==> config.mk <==
export PLATFORM = sky130hd
export DESIGN_NAME = qmn_sqrt
export DESIGN_NICKNAME = d
export VERILOG_FILES = /design/src/rtl/quaternion_multiply_normalise_top_assert.svh /design/src/rtl/qmn_sqrt.sv
export SDC_FILE = /design/constraint.sdc
export NUM_CORES = 2
export LEC_CHECK = 0
export BUFFER_PORTS_ARGS = -buffer_cell sky130_fd_sc_hd__buf_2
export CAP_MARGIN = 20
export CORE_MARGIN = 8
export CORE_UTILIZATION = 60
export CTS_CLUSTER_DIAMETER = 120
export DETAILED_ROUTE_END_ITERATION = 10
export PLACE_DENSITY = 0.76
export SLEW_MARGIN = 20
export SYNTH_ARGS = -nofsm -noshare
export SYNTH_HDL_FRONTEND = slang
export SYNTH_SLANG_ARGS = --single-unit
==> constraint.sdc <==
create_clock -name clk -period 7.8 [get_ports clk]
set_input_delay 1.56 -clock clk [delete_from_list [all_inputs] [get_ports clk]]
set_output_delay 1.56 -clock clk [all_outputs]
set_load 0.1 [all_outputs]
==> src/rtl/quaternion_multiply_normalise_top_assert.svh <==
// Assertion macros used by the top-level RTL.
`ifndef QUATERNION_MULTIPLY_NORMALISE_TOP_ASSERT_SVH
`define QUATERNION_MULTIPLY_NORMALISE_TOP_ASSERT_SVH

// Same-cycle implication.
`define QMN_ASSERT_NOW(label, clk, rst, pre, post) \
  label: assert property (@(posedge clk) disable iff (rst) (pre) |-> (post)) \
    else $error("qmn check failed");

// Next-cycle implication.
`define QMN_ASSERT_NEXT(label, clk, rst, pre, post) \
  label: assert property (@(posedge clk) disable iff (rst) (pre) |=> (post)) \
    else $error("qmn check failed");

`endif

==> src/rtl/qmn_sqrt.sv <==
// Pipelined restoring square root, one result bit per stage.
// Returns floor root and the final remainder; side data rides along.
module qmn_sqrt #(
  parameter int SW = 66,
  parameter int SB = 1
) (
  input  logic          clk,
  input  logic          rst,
  input  logic          ce,
  input  logic          in_vld,
  input  logic [SW-1:0] s,
  input  logic [SB-1:0] side_in,
  output logic          out_vld,
  output logic [SW/2-1:0] root,
  output logic [SW/2+2:0] rem,
  output logic [SB-1:0] side_out
);

  localparam int NS = SW / 2;
  localparam int RW = NS + 3;

  logic [NS:0]   v;
  logic [SW-1:0] sr [NS+1];
  logic [NS-1:0] rr [NS+1];
  logic [RW-1:0] rm [NS+1];
  logic [SB-1:0] sd [NS+1];

  assign v[0]  = in_vld;
  assign sr[0] = s;
  assign rr[0] = '0;
  assign rm[0] = '0;
  assign sd[0] = side_in;

  for (genvar j = 0; j < NS; j++) begin : g_stage
    logic [RW-1:0] acc;
    logic [RW-1:0] trial;
    logic          take;
    always_comb begin
      acc   = RW'({rm[j][RW-3:0], sr[j][SW-1 -: 2]});
      trial = RW'({rr[j], 2'b01});
      take  = (acc >= trial);
    end
    always_ff @(posedge clk) begin
      if (rst) begin
        v[j+1] <= 1'b0;
      end else if (ce) begin
        v[j+1] <= v[j];
      end
    end
    always_ff @(posedge clk) begin
      if (ce) begin
        sr[j+1] <= {sr[j][SW-3:0], 2'b00};
        rr[j+1] <= NS'({rr[j], take});
        rm[j+1] <= take ? (acc - trial) : acc;
        sd[j+1] <= sd[j];
      end
    end
  end

  assign out_vld  = v[NS];
  assign root     = rr[NS];
  assign rem      = rm[NS];
  assign side_out = sd[NS];

endmodule

==> impl_metrics.yaml <==
sta:
  drv_slew: 0
  achievable-frequency_ghz: 0.2112
  fin_crit_ns: 4.736
  grt_setup_unrepaired: "false"
  finalSetupTns_ns: 0
  skew_ns: 0.08253
  setup_ws_ns: 3.064
  hold_viol: 0
  max_slew.worst_pin.slew_ns: 1.183
  setup_viol: 0
  finalCritPeriodShare_pct: 60.72
  max_slew_margin_pct: 21.11
global_routing:
  overflow: 0
  antenna_found_initial: 4
  track_usage_pct: 22.53
  grt_pass1_vias: 77010
  grt_pass1_wl_um: 415200
  grt_max_degree: 199
worst_setup_path:
  worstSetupEndpointType: "flip-flop"
  crit_type: "reg -> reg"
  cp_slowest_cell: "a211oi_1"
  cp.buffers_inverters: 1
  slowest_delay_ns: 0.81
  cpMostUsedCell: "a211oi_1"
  cp_data_arrival_time_ns: 5.32
  path_max_fanout: 49
  path_cells: "ha_1 -> nor2b_1 -> o31ai_1 -> a211oi_1 -> o31a_1 -> a211oi_1 -> o21bai_1 -> a211oi_4 -> buf_4 -> o21ai_0"
  required_ns: 8.38
  crit_family: "compound AO/OA/AOI/OAI gates"
  worstSetupStartpointType: "flip-flop"
routing:
  ant_nets: 0
  wl_um: 263800
  viasPerCell: 5.892
  drt_first_pass_iters: 8
  drc: 0
  vias: 78210
  drt-wirelength-per-cell_um: 19.88
  drtIter0Drc: 6669
clock_network:
  h-tree-depth: 5
  numCtsBuffers: 302
  cts_hold_buf: 0
  cts.clk_slew.worst_paths_ns: 0.06
  root_buffer: "clkbuf_16"
  clock-sinks: 2756
  clockBufferDepth: 4
  cts_tree: "built"
  clk_latency_ns: 0.94
  cts_setup_buffers: 0
  cts_resized: 0
logic_synthesis:
  synth_seq_cells: 2756
  synth_edf_count: 2723
  yosys_warnings: 0
  ys.flop_type: "edfxtp_1"
  synth-async-reset-ratio_pct: 0
  netlist_area_sq_um: 128000
  ys_types: 89
  syn-num-nets: 10620
  syn_inst: 9946
  avgSynthCellArea_sq_um: 12.87
  seq_area_frac_synth_pct: 64.39
place:
  gp_congestion: 0.9427
  hpwl_um: 188100
  port_buffers: 141
  dpl_worst_slack_ns: 3.276
floorplan:
  die_height_um: 477.9
  initial_core_util_pct: 60.36
  io_pins: 142
  fp.dieArea_sq_um: 228400
  rows: 169
  coreArea_sq_um: 212100
  die_w_um: 477.9
min_path:
  hold_path.class: "reg -> reg"
power_and_ir_drop:
  powerDensity_nw_per_um2: 311.1
  leakagePower_nw: 54.34
  vdd_drop_max_mv: 0.2817
layout:
  most-common-layout-cells: "2,723 x edfxtp_1, 763 x inv_1, 745 x nand2_1"
  syn_to_final_growth_pct: 10.84
  final_common_cell: "edfxtp_1"
  layout-drive-gt1-share_pct: 7.550
  fin_nets: 10900
status:
  outcome: "finished clean"
run:
  drv_cap: 0
report_power, final:
group	leakage [nW]	switching, mW	internal [mW]
Clock	4.71	5.54	8.41
Sequential	26.5	1.34	18.8
Combinational	23.2	6.21	3.82
routing by layer:
| metal | GRT usage, % | vias to the layer above | wire, um |
|---|---|---|---|
| met5 | 0 | - | 13 |
| met1 | 28.16 | 38000 | 107800 |
| met4 | 8.853 | 2 | 10910 |
| li1 | - | 37340 | - |
| met2 | 39.86 | 2229 | 132500 |
| met3 | 3.112 | 637 | 12610 |
path summary, 6_finish.rpt:
| kind | start | end | slack, ns | cells after the start |
|---|---|---|---|---|
| worst max register to register | g_stage[24].acc[2] | g_stage[25].acc[4] | 3.06 | 10 |
| worst min register to register | sr[582] | sr[518] | 0.40 | 0 |
| worst min-delay path | sr[582] | sr[518] | 0.40 | 0 |
| worst max-delay path | g_stage[24].acc[2] | g_stage[25].acc[4] | 3.06 | 10 |
stage by stage:
stage / instances / power [mW] / hold slack, ns / instance area, sq um / utilization [%]
floorplan: 9946 / 27.29 / 0.4003 / 128000 / -
global placement: 12750 / 30.10 / 0.4001 / 132100 / 62.30
detailed placement: 12750 / 30.34 / 0.4045 / 132100 / 62.30
CTS: 13270 / 44.41 / 0.3889 / 141800 / 66.87
global route: 13270 / 46.17 / 0.3905 / 141900 / 66.90
finish: 13270 / 44.14 / 0.3974 / 141900 / 66.90
final cells by class:
type,count,area (sq um)
fillers,14980,70200
flip-flops and latches,2756,82430
well taps,2821,3530
clock inverters,152,1669
inverters,765,2872
diodes,3,7.507
clock buffers,372,8010
repair buffers,196,1329
multi-input cells,6209,42040
synth_stat cells, types with 60 or more instances:
master / n / area (sq um)
xnor2_1: 429 / 3757
clkbuf_1: 188 / 705.7
nand2_1: 745 / 2796
o21ai_0: 566 / 2833
nor4_1: 111 / 694.4
or3_1: 96 / 600.6
a211oi_1: 64 / 480.5
a21oi_1: 582 / 2913
nand2b_1: 114 / 713.2
edfxtp_1: 2723 / 81770
nor2_1: 586 / 2200
o21bai_1: 61 / 457.9
ha_1: 598 / 7482
nor2b_1: 83 / 519.3
inv_1: 763 / 2864
or4_1: 60 / 450.4
nor3_1: 240 / 1201
nand3_1: 143 / 715.7
o21a_1: 114 / 855.8
mux2_2: 67 / 754.5
nand4_1: 99 / 619.3
o31ai_1: 80 / 600.6
xor2_1: 465 / 4073
a31oi_1: 64 / 400.4
a21o_1: 244 / 1832
sequential cells by signal (all words and copies together) (netlist names):
register	cells
g_stage.acc	1101
sr	992
g_stage.trial	528
rem	36
root	33
sd	32
v	32
out_vld	1
side_out	1
cell families (layout without fill, tap and decap cells):
family,after synthesis,after routing,synth area share (%)
flip-flops,2756,2756,64.39
AND/OR/NAND/NOR,2552,2552,9.816
AO/OA/AOI/OAI,2045,2045,9.945
buffers and inverters,981,1485,2.886
XOR/XNOR,894,894,6.117
adder cells (fa/ha/maj),598,598,5.845
multiplexers,119,119,0.9960
other,1,4,0.002929
No activity file was read; power rests on OpenSTA's default activity.
